[src/sv/osac_pkg.sv]
// constants, codes and microcode program of the oxygen sensor averaging block
package osac_pkg;

  localparam int WINDOW_DEF      = 256;
  localparam int SAMPLE_BITS_DEF = 10;

  localparam int REF_BITS     = 10;
  localparam int PCT_BITS     = 18;
  localparam int LOW_POINT    = 19;
  localparam int HIGH_POINT   = 96;
  localparam int SPAN         = HIGH_POINT - LOW_POINT;
  localparam int SPAN_BITS    = 7;
  localparam int CFG_IDX_BITS = 2;
  localparam int STEP_BITS    = 3;

  localparam logic [REF_BITS-1:0] REF_LOW_RST  = REF_BITS'(155);
  localparam logic [REF_BITS-1:0] REF_HIGH_RST = REF_BITS'(775);

  typedef enum logic [CFG_IDX_BITS-1:0] {
    REG_REF_LOW  = 2'd0,
    REG_REF_HIGH = 2'd1
  } reg_idx_e;

  typedef enum logic [1:0] {
    ST_OK    = 2'd0,
    ST_FILL  = 2'd1,
    ST_EQUAL = 2'd2
  } status_e;

  typedef enum logic [2:0] {
    OP_WAIT,
    OP_UPDATE,
    OP_CHECK,
    OP_DIV,
    OP_MAP,
    OP_LOAD,
    OP_FIX,
    OP_EMIT
  } op_e;

  typedef enum logic [2:0] {
    COND_NONE,
    COND_NO_IN,
    COND_DIV_BUSY,
    COND_SKIP,
    COND_OUT_BLOCKED
  } cond_e;

  typedef struct packed {
    op_e                  op;
    cond_e                cond;
    logic [STEP_BITS-1:0] target;
  } ucode_t;

  localparam logic [STEP_BITS-1:0] STEP_WAIT    = 3'd0;
  localparam logic [STEP_BITS-1:0] STEP_UPDATE  = 3'd1;
  localparam logic [STEP_BITS-1:0] STEP_DIV     = 3'd5;
  localparam logic [STEP_BITS-1:0] STEP_EMIT    = 3'd7;

  // program rom: a taken condition jumps to target, else falls through to the next step
  function automatic ucode_t osac_ucode(input logic [STEP_BITS-1:0] step);
    ucode_t uc;
    case (step)
      3'd0:    uc = '{op: OP_WAIT,   cond: COND_NO_IN,       target: STEP_WAIT};
      3'd1:    uc = '{op: OP_UPDATE, cond: COND_NONE,        target: STEP_WAIT};
      3'd2:    uc = '{op: OP_CHECK,  cond: COND_SKIP,        target: STEP_EMIT};
      3'd3:    uc = '{op: OP_MAP,    cond: COND_NONE,        target: STEP_WAIT};
      3'd4:    uc = '{op: OP_LOAD,   cond: COND_NONE,        target: STEP_WAIT};
      3'd5:    uc = '{op: OP_DIV,    cond: COND_DIV_BUSY,    target: STEP_DIV};
      3'd6:    uc = '{op: OP_FIX,    cond: COND_NONE,        target: STEP_WAIT};
      3'd7:    uc = '{op: OP_EMIT,   cond: COND_OUT_BLOCKED, target: STEP_EMIT};
      default: uc = '{op: OP_WAIT,   cond: COND_NONE,        target: STEP_WAIT};
    endcase
    return uc;
  endfunction

endpackage

[src/sv/oxygen_sensor_average_calibrate.sv]
// oxygen sensor moving average with two-point linear calibration, microcoded
//
//  channel  | signals                                  | direction
//  ---------+------------------------------------------+----------
//  cfg      | cfg_valid_i cfg_ready_o cfg_index_i/data | write in
//  in       | in_valid_i in_ready_o sample_i           | item in
//  out      | out_valid_o out_ready_i percent_o status_o | item out
//
//  one item in flight; an item is taken only at program step zero
//  normal item: the program runs wait, update, check, map, load, divide, fix and emit in order;
//    the divide step is one pass of the one-bit-per-cycle restoring divider
//  window not filled or equal references: the divider is skipped, check jumps straight to emit
//  the average is the running sum shifted right, so WINDOW must be a power of two
//  reset clears the sum, position and filled flag; the ring needs no clearing
//    since an entry is only read back once the ring has wrapped
//  a waiting result sits in the output register; the program stalls at its last step
//    only if the previous result has still not been taken
module oxygen_sensor_average_calibrate #(
  parameter int WINDOW      = osac_pkg::WINDOW_DEF,
  parameter int SAMPLE_BITS = osac_pkg::SAMPLE_BITS_DEF
) (
  input  logic                                  clk_i,
  input  logic                                  rst_ni,
  // configuration writes
  input  logic                                  cfg_valid_i,
  output logic                                  cfg_ready_o,
  input  logic [osac_pkg::CFG_IDX_BITS-1:0]     cfg_index_i,
  input  logic [osac_pkg::REF_BITS-1:0]         cfg_data_i,
  // sample items
  input  logic                                  in_valid_i,
  output logic                                  in_ready_o,
  input  logic [SAMPLE_BITS-1:0]                sample_i,
  // result items
  output logic                                  out_valid_o,
  input  logic                                  out_ready_i,
  output logic signed [osac_pkg::PCT_BITS-1:0]  percent_o,
  output logic [1:0]                            status_o
);
  import osac_pkg::*;

  // datapath widths
  localparam int PW        = $clog2(WINDOW);
  localparam int SUM_W     = SAMPLE_BITS + PW;
  localparam int OPR_W     = (SAMPLE_BITS > REF_BITS) ? SAMPLE_BITS : REF_BITS;
  localparam int DIFF_W    = OPR_W + 1;
  localparam int NUM_W     = DIFF_W + SPAN_BITS;
  localparam int NUM_MAG_W = NUM_W - 1;
  localparam int DIV_W     = NUM_MAG_W;
  localparam int DEN_W     = REF_BITS;
  localparam int CNT_W     = $clog2(DIV_W + 1);
  localparam int RES_W     = DIV_W + 2;

  localparam logic signed [NUM_W-1:0] SPAN_C = NUM_W'(SPAN);

  // sequencer
  logic [STEP_BITS-1:0] step_q, step_d;
  ucode_t               uc;
  logic                 take;

  // configuration
  logic [REF_BITS-1:0] ref_low_q, ref_low_d;
  logic [REF_BITS-1:0] ref_high_q, ref_high_d;

  // window state
  logic [SAMPLE_BITS-1:0] ring_mem [WINDOW];
  logic [SAMPLE_BITS-1:0] ring_rd_q;
  logic                   ring_we;
  logic [PW-1:0]          pos_q, pos_d;
  logic                   full_q, full_d;
  logic [SUM_W-1:0]       sum_q, sum_d;
  logic [SAMPLE_BITS-1:0] sample_q, sample_d;
  logic [SAMPLE_BITS-1:0] old_sample;
  logic [SAMPLE_BITS-1:0] avg;

  // restoring divider for the calibration quotient
  logic [DIV_W-1:0] dvd_q, dvd_d;
  logic [DEN_W-1:0] dvs_q, dvs_d;
  logic [DEN_W-1:0] rem_q, rem_d;
  logic [CNT_W-1:0] cnt_q, cnt_d;
  logic [DEN_W:0]   trial;
  logic             ge;

  // calibration operands
  logic signed [DIFF_W-1:0]   diff;
  logic signed [NUM_W-1:0]    num_q, num_d;
  logic signed [REF_BITS:0]   den_q, den_d;
  logic                       neg_q, neg_d;
  logic signed [NUM_W-1:0]    num_abs;
  logic signed [REF_BITS:0]   den_abs;
  logic signed [RES_W-1:0]    quot_s;
  logic signed [RES_W-1:0]    pct_full;
  logic signed [PCT_BITS-1:0] pct_q, pct_d;
  status_e                    st_q, st_d;

  // output register
  logic                       out_valid_q, out_valid_d;
  logic signed [PCT_BITS-1:0] percent_q, percent_d;
  logic [1:0]                 status_q, status_d;

  assign uc          = osac_ucode(step_q);
  assign cfg_ready_o = 1'b1;
  assign in_ready_o  = (uc.op == OP_WAIT);
  assign out_valid_o = out_valid_q;
  assign percent_o   = percent_q;
  assign status_o    = status_q;

  // divider step
  assign trial = {rem_q, dvd_q[DIV_W-1]};
  assign ge    = (trial >= {1'b0, dvs_q});

  // entry under the write position only holds a sample once the ring has wrapped
  assign old_sample = full_q ? ring_rd_q : '0;

  // average = sum / window, a plain shift for a power-of-two window
  assign avg = sum_q[SUM_W-1:PW];

  assign diff    = DIFF_W'(signed'({1'b0, avg}))
                 - DIFF_W'(signed'({1'b0, ref_low_q}));
  assign num_abs = num_q[NUM_W-1] ? -num_q : num_q;
  assign den_abs = den_q[REF_BITS] ? -den_q : den_q;
  assign quot_s   = neg_q ? -RES_W'(dvd_q) : RES_W'(dvd_q);
  assign pct_full = quot_s + RES_W'(LOW_POINT);

  always_comb begin
    ref_low_d   = ref_low_q;
    ref_high_d  = ref_high_q;
    sample_d    = sample_q;
    pos_d       = pos_q;
    full_d      = full_q;
    sum_d       = sum_q;
    ring_we     = 1'b0;
    dvd_d       = dvd_q;
    dvs_d       = dvs_q;
    rem_d       = rem_q;
    cnt_d       = cnt_q;
    num_d       = num_q;
    den_d       = den_q;
    neg_d       = neg_q;
    pct_d       = pct_q;
    st_d        = st_q;
    out_valid_d = out_valid_q & ~out_ready_i;
    percent_d   = percent_q;
    status_d    = status_q;

    if (cfg_valid_i) begin
      case (cfg_index_i)
        REG_REF_LOW:  ref_low_d  = cfg_data_i;
        REG_REF_HIGH: ref_high_d = cfg_data_i;
        default: ;
      endcase
    end

    case (uc.op)
      OP_WAIT: begin
        if (in_valid_i) begin
          sample_d = sample_i;
        end
      end
      OP_UPDATE: begin
        ring_we = 1'b1;
        sum_d   = sum_q - SUM_W'(old_sample) + SUM_W'(sample_q);
        if (pos_q == PW'(WINDOW - 1)) begin
          pos_d  = '0;
          full_d = 1'b1;
        end else begin
          pos_d = pos_q + PW'(1);
        end
      end
      OP_CHECK: begin
        if (!full_q) begin
          st_d = ST_FILL;
        end else if (ref_high_q == ref_low_q) begin
          st_d = ST_EQUAL;
        end else begin
          st_d = ST_OK;
        end
      end
      OP_DIV: begin
        rem_d = ge ? DEN_W'(trial - {1'b0, dvs_q}) : DEN_W'(trial);
        dvd_d = {dvd_q[DIV_W-2:0], ge};
        cnt_d = cnt_q - CNT_W'(1);
      end
      OP_MAP: begin
        num_d = NUM_W'(diff) * SPAN_C;
        den_d = signed'({1'b0, ref_high_q}) - signed'({1'b0, ref_low_q});
      end
      OP_LOAD: begin
        // truncating signed division as magnitudes plus a sign
        neg_d = num_q[NUM_W-1] ^ den_q[REF_BITS];
        dvd_d = DIV_W'(num_abs[NUM_MAG_W-1:0]);
        dvs_d = DEN_W'(den_abs[REF_BITS-1:0]);
        rem_d = '0;
        cnt_d = CNT_W'(DIV_W);
      end
      OP_FIX: begin
        // apply the sign and the low calibration point
        pct_d = pct_full[PCT_BITS-1:0];
      end
      OP_EMIT: begin
        if (!(out_valid_q && !out_ready_i)) begin
          out_valid_d = 1'b1;
          status_d    = st_q;
          percent_d   = (st_q == ST_OK) ? pct_q : '0;
        end
      end
      default: ;
    endcase
  end

  // branch condition of the current control word
  always_comb begin
    case (uc.cond)
      COND_NONE:        take = 1'b0;
      COND_NO_IN:       take = ~in_valid_i;
      COND_DIV_BUSY:    take = (cnt_q != CNT_W'(1));
      COND_SKIP:        take = (st_d != ST_OK);
      COND_OUT_BLOCKED: take = out_valid_q & ~out_ready_i;
      default:          take = 1'b0;
    endcase
    step_d = take ? uc.target : step_q + STEP_BITS'(1);
  end

  always_ff @(posedge clk_i or negedge rst_ni) begin
    if (!rst_ni) begin
      step_q      <= STEP_WAIT;
      ref_low_q   <= REF_LOW_RST;
      ref_high_q  <= REF_HIGH_RST;
      pos_q       <= '0;
      full_q      <= 1'b0;
      sum_q       <= '0;
      out_valid_q <= 1'b0;
    end else begin
      step_q      <= step_d;
      ref_low_q   <= ref_low_d;
      ref_high_q  <= ref_high_d;
      pos_q       <= pos_d;
      full_q      <= full_d;
      sum_q       <= sum_d;
      out_valid_q <= out_valid_d;
    end
  end

  always_ff @(posedge clk_i) begin
    sample_q  <= sample_d;
    dvd_q     <= dvd_d;
    dvs_q     <= dvs_d;
    rem_q     <= rem_d;
    cnt_q     <= cnt_d;
    num_q     <= num_d;
    den_q     <= den_d;
    neg_q     <= neg_d;
    pct_q     <= pct_d;
    st_q      <= st_d;
    percent_q <= percent_d;
    status_q  <= status_d;
  end

  // sample ring
  always_ff @(posedge clk_i) begin
    if (ring_we) begin
      ring_mem[pos_q] <= sample_q;
    end
    ring_rd_q <= ring_mem[pos_q];
  end

  // an accepted item always moves on to the ring update
  a_accept_update: assert property (@(posedge clk_i) disable iff (!rst_ni)
    (in_valid_i && in_ready_o) |=> (step_q == STEP_UPDATE))
    else $error("accepted item did not reach the ring update");

  // once filled the window stays filled
  a_full_sticky: assert property (@(posedge clk_i) disable iff (!rst_ni)
    !$fell(full_q))
    else $error("window filled flag dropped");

  // divider never iterates past its bit count
  a_div_count: assert property (@(posedge clk_i) disable iff (!rst_ni)
    (uc.op == OP_DIV) |-> (cnt_q != '0))
    else $error("divider step with empty count");

  // restoring divider keeps the partial remainder below the divisor
  a_div_rem: assert property (@(posedge clk_i) disable iff (!rst_ni)
    (uc.op == OP_DIV) |-> (rem_q < dvs_q))
    else $error("partial remainder not below divisor");

  // a result that is not valid carries a zero reading
  a_zero_pct: assert property (@(posedge clk_i) disable iff (!rst_ni)
    (out_valid_o && (status_o != ST_OK)) |-> (percent_o == '0))
    else $error("nonzero reading with non-valid status");

endmodule
[config.mk]
export PLATFORM = sky130hd
export DESIGN_NAME = oxygen_sensor_average_calibrate
export DESIGN_NICKNAME = d
export VERILOG_FILES = /design/src/sv/osac_pkg.sv /design/src/sv/oxygen_sensor_average_calibrate.sv
export SDC_FILE = /design/constraint.sdc
export NUM_CORES = 2
export LEC_CHECK = 0
export BUFFER_PORTS_ARGS = -buffer_cell sky130_fd_sc_hd__buf_2
export CELL_PAD_IN_SITES_DETAIL_PLACEMENT = 1
export CELL_PAD_IN_SITES_GLOBAL_PLACEMENT = 2
export CORE_MARGIN = 2
export CORE_UTILIZATION = 51
export DETAILED_ROUTE_END_ITERATION = 12
export PLACE_DENSITY = 0.83
export SYNTH_ARGS = -nofsm -noshare
export SYNTH_HDL_FRONTEND = slang
export SYNTH_SLANG_ARGS = --single-unit
[constraint.sdc]
create_clock -name clk_i -period 7 [get_ports clk_i]
set_input_delay 1.4 -clock clk_i [delete_from_list [all_inputs] [get_ports clk_i]]
set_output_delay 1.4 -clock clk_i [all_outputs]
set_load 0.05 [all_outputs]
**Yosys cells after proc, flatten, opt, wreduce, memory -nomap -nowiden**

Memories as Yosys holds them, arrays and structs flattened. A register that Yosys moved wholly into a read port is not among the register bits.
Cells that the tools add are included.

- Flip-flop bits (word level): 173
- Bits in latches: 0
- RAM bits: 2560
- Bits in read-only memories: 72
- Input port bits: 27
- Output and inout port bits: 23
- Memories kept: 2

Memories:

| name | words | width | rd ports | clocked after Yosys merged registers in | write ports | line | source |
|---|---|---|---|---|---|---|---|
| ring_mem | 256 | 10 | 1 | 1 | 1 | oxygen_sensor_average_calibrate.sv:65 | `logic [SAMPLE_BITS-1:0] ring_mem [WINDOW];` |
| (name not given) | 8 | 9 | 1 | 0 | 0 | osac_pkg.sv:63 | `case (step)` |

- Add/subtract/negate cells: 12
- Multipliers: 1
- Div/mod/pow operators: 0
- Magnitude comparators: 1
- Eq/ne operators: 15
- Shift operators: 0
- Muxes and demuxes: 19
- Bitwise logic cells: 5
- Reduce and logical (&&, ||, !) cells: 12

Operator list:

| operator | count |
|---|---|
| $pmux W17 S2 | 1 |
| $mux W10 | 3 |
| $sub A10 B10 Y11 | 2 |
| $pmux W10 S2 | 1 |
| $add A18 B10 Y18 | 1 |
| $add A18 B6 Y18 const B | 1 |
| $mul A11 B8 Y18 const B | 1 |
| $mux W18 | 1 |
| $neg A17 Y18 | 1 |
| $sub A18 B10 Y18 | 1 |
| $mux W17 | 1 |
| $neg A17 Y17 | 1 |
| $eq A3 B3 Y1 const B | 5 |
| $eq A3 B2 Y1 const B | 4 |
| $ge A11 B10 Y1 | 1 |
| $eq A10 B10 Y1 | 1 |
| $neg A10 Y10 | 1 |
| $pmux W5 S2 | 1 |
| $reduce_and A2 Y1 | 5 |
| $sub A10 B10 Y10 | 1 |
| $add A8 B1 Y8 const B | 1 |
| $eq A8 B8 Y1 const B | 1 |
| $mux W8 | 1 |
| $eq A3 B1 Y1 const B | 2 |
| 16 further kinds | 26 |

**Longest topological paths before layout**

- Depth after elaboration: 7
- Mapped depth: 24
- Mapped depth without buffers: 24

**Least setup slack after synthesis**

No wires, ideal clock.

- Kind: flip-flop to flip-flop
- From: reg sample_q[1]
- To: reg sum_q[17]
- Setup time: 0.080 ns
- Data arrival time: 6.332 ns
- Data required time: 6.920 ns
- Setup slack: 0.588 ns
- Cell stages (with the launch flop): 13
- Buffers on the path: 0
- Cell sequence: edfxtp_1 > inv_1 > fa_1 > inv_1 > ha_1 > a211oi_1 > o21ai_0 > a41oi_1 > nor3b_1 > o311ai_0 > a41oi_1 > mux2i_1 > xnor2_1

- Cells in the longest elaborated chain, start to end: 1

Ends and longest elaborated chain:

| element | line | source |
|---|---|---|
| from (decl) | oxygen_sensor_average_calibrate.sv:71 | `logic [SAMPLE_BITS-1:0] sample_q, sample_d;` |
| from (signal assigned) | oxygen_sensor_average_calibrate.sv:244 | `sample_q <= sample_d;` |
| $add A18 B10 Y18 | oxygen_sensor_average_calibrate.sv:161 | `sum_d = sum_q - SUM_W'(old_sample) + SUM_W'(sample_q);` |
| to (signal assigned) | oxygen_sensor_average_calibrate.sv:238 | `sum_q <= sum_d;` |
| to (decl) | oxygen_sensor_average_calibrate.sv:70 | `logic [SUM_W-1:0] sum_q, sum_d;` |

No other way between the ends.
A chain may end at the register's enable or synchronous reset.

**Worst setup path after layout**

- From: reg ref_low_q[1]
- To: reg num_q[17], data pin

- Cells in the longest elaborated chain, start to end: 2

Ends and longest elaborated chain:

| element | line | source |
|---|---|---|
| from (decl) | oxygen_sensor_average_calibrate.sv:61 | `logic [REF_BITS-1:0] ref_low_q, ref_low_d;` |
| from (signal assigned) | oxygen_sensor_average_calibrate.sv:234 | `ref_low_q <= ref_low_d;` |
| $sub A10 B10 Y11 | oxygen_sensor_average_calibrate.sv:118 | `- DIFF_W'(signed'({1'b0, ref_low_q}));` |
| $mul A11 B8 Y18 | oxygen_sensor_average_calibrate.sv:184 | `num_d = NUM_W'(diff) * SPAN_C;` |
| to (signal assigned) | oxygen_sensor_average_calibrate.sv:249 | `num_q <= num_d;` |
| to (decl) | oxygen_sensor_average_calibrate.sv:85 | `logic signed [NUM_W-1:0] num_q, num_d;` |

No other way between the ends.

==> results.yml <==
hold_path:
  min_path_type: "reg2reg"
  hold_depth: 2
  hp-start: "sum_q[8]"
  whs_endpoint: "sum_q[8]"
setup_path:
  max_stage_delay_ns: 0.55
  r2r_slack_ns: 0.68
  crit_path_cell_trace: "inv_1 > ha_1 > nor2b_1 > o21ai_0 > a21boi_0 > o21ai_0 > a21oi_1 > or4_1 > o211ai_1 > ha_1 > ha_1 > fa_1 > inv_1 > fa_1 > inv_1 > ha_1 > and3_1 > and3_1 > nor2_1 > a2111oi_0 > o21ai_0 > xnor2_1"
  crit_family: "adder cells"
  rr_startpoint: "ref_low_q[1]"
  critPathArrivalTime_ns: 6.94
  rr_worst_depth: 22
  cpMostUsedCell: "ha_1"
  rr_endpoint: "num_q[17]"
  required_ns: 7.62
  crit_fanout: 6
  crit_cells: 22
  criticalPathCategory: "reg2reg"
  critPathCaptureType: "register"
  slowest_stage: "dfstp_2"
  cp_num_buf_inv: 3
  start_kind: "register"
clock_tree:
  post_cts_resized: 0
  cts_htree_levels: 5
  hold_buffers: 0
  ctsLongestPathBuffers: 4
  clk_latency_ns: 0.93
  clk_pin_slew_ns: 0.06
  cts_setup_buffers: 0
  clock-sinks: 2743
  clockRootBuffer: "clkbuf_16"
  tritoncts: "built"
  cts_buffers: 290
route:
  wl_mm: 280
  dr.pass1.iters: 10
  vias_per_cell: 6.38
  postRouteAntennaNets: 0
  wl_per_cell_um: 33.1
  route.detailed.drc: 4
  num_vias: 54000
  drtIter0Drc: 5938
die:
  core_area_um2: 215000
  io_pins: 50
  die_area_um2: 220000
  die_x_um: 469
  initial_core_util_pct: 51.4
  fp-row-count: 170
  die_y_um: 469
cells_and_area:
  fin_util_pct: 57.2
  layout-drive-gt1-share_pct: 25.0
  syn_to_final_growth_pct: 11.3
  final_common_cell: "edfxtp_1"
  layout.nets: 5580
  fin_cells: 8462
  mostFrequentLayoutCells: "2680 x edfxtp_1, 810 x mux4_2, 343 x nor2_1, 296 x clkbuf_16, 154 x inv_1"
synth:
  ys_warn_count: 0
  yosys.cell_types.count: 73
  synth_top_area_share_pct: 72.9
  synth_area_um2: 110000
  yosysTopAreaCell: "edfxtp_1"
  netlist_top_cells_area: "edfxtp_1 73%, mux4_2 17%, nor2_1 1.2%, ha_1 1.2%, dfrtp_1 0.93%"
  syn_nets: 5403
  ys_seq_area_share_pct: 74.3
  async_reset_ff_share_pct: 1.86
  synth_edf_count: 2680
  synth_area_per_cell_um2: 21.1
  synthFlopType: "edfxtp_1"
  syn_inst: 5243
  synth_seq_cells: 2743
power:
  p_per_area_nw_per_um2: 441
  p_leak_nw: 38.4
  p_int_w: 0.0368
  power.share.clock_pct: 27.0
  peakVddDrop_uv: 1320
  sequentialPowerShare_pct: 37.4
  power.switching_w: 0.0175
  power_frac_comb_pct: 35.6
  switching_share_pct: 32.2
sta:
  post-route-period-util_pct: 90.3
  slew_headroom_pct: 5.25
  tns_ns: 0
  final_max_slew_viol_count: 0
  fin_ws_ns: 0.678
  finalCriticalPeriod_ns: 6.32
  hold_viol: 0
  finalSetupViolCount: 0
  max_freq_mhz: 158
  tightest_slew_ns: 1.42
  rsz0062_at_grt: "no"
  fin_worst_skew_ns: 0.0606
placement:
  hpwl_mm: 170
  portBuffers: 48
  gp_congestion: 0.817
  placed_cells: 7966
  pre_cts_ws_ns: 0.703
run:
  cap_violations: 0
global_routing:
  grt_max_degree: 197
  grt_pass1_wl_mm: 410
  grt-ovfl-total: 0
  antenna_found_initial: 7
  grt_util_all_layers_pct: 25.6
  grt_pass1_vias: 56500
status:
  failed_checks: "DRC"
  status: "complete, but fails checks"
cells by family after synthesis:
kind of cell / synth area share, %
compound gates: 1.51
xor+xnor: 0.817
fa+ha+maj: 1.72
buf+inv: 1.68
flops: 74.3
mux: 16.9
other cells: 0.00340
simple gates: 3.03
cells in the mapped netlist (7+ instances only):
library cell,instances
mux2_2,19
nand4_1,16
dfstp_2,10
mux4_2,810
a22oi_1,8
buf_2,58
buf_6,19
a31oi_1,13
nor3_1,34
o31ai_1,18
and3_1,7
nor2_1,343
buf_1,30
clkbuf_1,143
xnor2_1,64
nand2b_1,22
mux2i_1,25
nand3_1,43
xor2_1,39
inv_1,154
nor2b_1,48
edfxtp_1,2680
dfxtp_1,12
a21oi_1,53
buf_4,16
a21o_1,12
a211oi_1,8
o21ai_0,69
nand2_1,137
ha_1,102
and2_1,35
fa_1,31
or3_1,11
dfrtp_1,41
a21boi_0,9
nor3b_1,9
area by class of cell:
class                   count  area, um^2
inverters                 154         578
flip-flops and latches   2743       82000
diodes                      3        7.51
multi-input cells        2080       26600
clock inverters           137        1190
repair buffers            151        1240
clock buffers             356        7670
fillers                 18100       92000
well taps                2838        3550
power by group through the flow:
| stage | clock [W] | sequential [W] | combinational [W] |
|---|---|---|---|
| after floorplan | 0 | 0.0208 | 0.0141 |
| after global placement | 0 | 0.0206 | 0.0188 |
| after detailed placement | 0 | 0.0206 | 0.0193 |
| after CTS | 0.0148 | 0.0203 | 0.0195 |
| after global routing | 0.0154 | 0.0203 | 0.0212 |
| final | 0.0147 | 0.0203 | 0.0193 |
sequential cells by signal, indices dropped and copies added, names as in the netlist:
register     cells
sum_q           18
rem_q           10
pct_q           18
neg_q            1
ring_rd_q       10
step_q           3
cnt_q            5
sample_q        10
status_o         2
ref_high_q      10
den_q           11
percent_o       18
st_q             2
out_valid_o      1
dvd_q           17
num_q           18
dvs_q           10
full_q           1
ring_mem      2560
ref_low_q       10
pos_q            8
worst reg2reg max path: cells and delay by family (launching register included):
family          cells  cell delay [ns]
xor+xnor            1             0.15
buf+inv             3             0.19
simple gates        5             1.10
fa+ha+maj           6             2.29
compound gates      7             1.77
flops               1             0.55
worst max-delay path by stage:
| stage | from | slack (ns) | endpoint |
|---|---|---|---|
| after global routing | ref_low_q[1] | 0.27 | num_q[17] |
| final | ref_low_q[1] | 0.68 | num_q[17] |
| after detailed placement | ref_low_q[1] | 0.70 | num_q[17] |
| after floorplan | sample_q[1] | 0.59 | sum_q[17] |
| after CTS | ref_low_q[1] | 0.68 | num_q[17] |
| after global placement | ref_low_q[1] | 0.77 | num_q[17] |
metal layers:
layer / GRT usage, % / up-vias / part of all wire (%)
li1: - / 21800 / -
met1: 35.1 / 29100 / 39
met2: 41.7 / 2588 / 50
met3: 5.13 / 458 / 8.3
met4: 8.24 / 10 / 3.2
met5: 0 / - / 0.024
metrics by stage:
stage               hold slack, ns  area [um^2]  power (W)
finish                       0.482       123000     0.0542
global route                 0.496       123000     0.0569
CTS                          0.476       123000     0.0546
detailed placement           0.464       114000     0.0399
global placement             0.464       114000     0.0394
floorplan                    0.426       110000     0.0349
No activity file was read; power rests on OpenSTA's default activity.
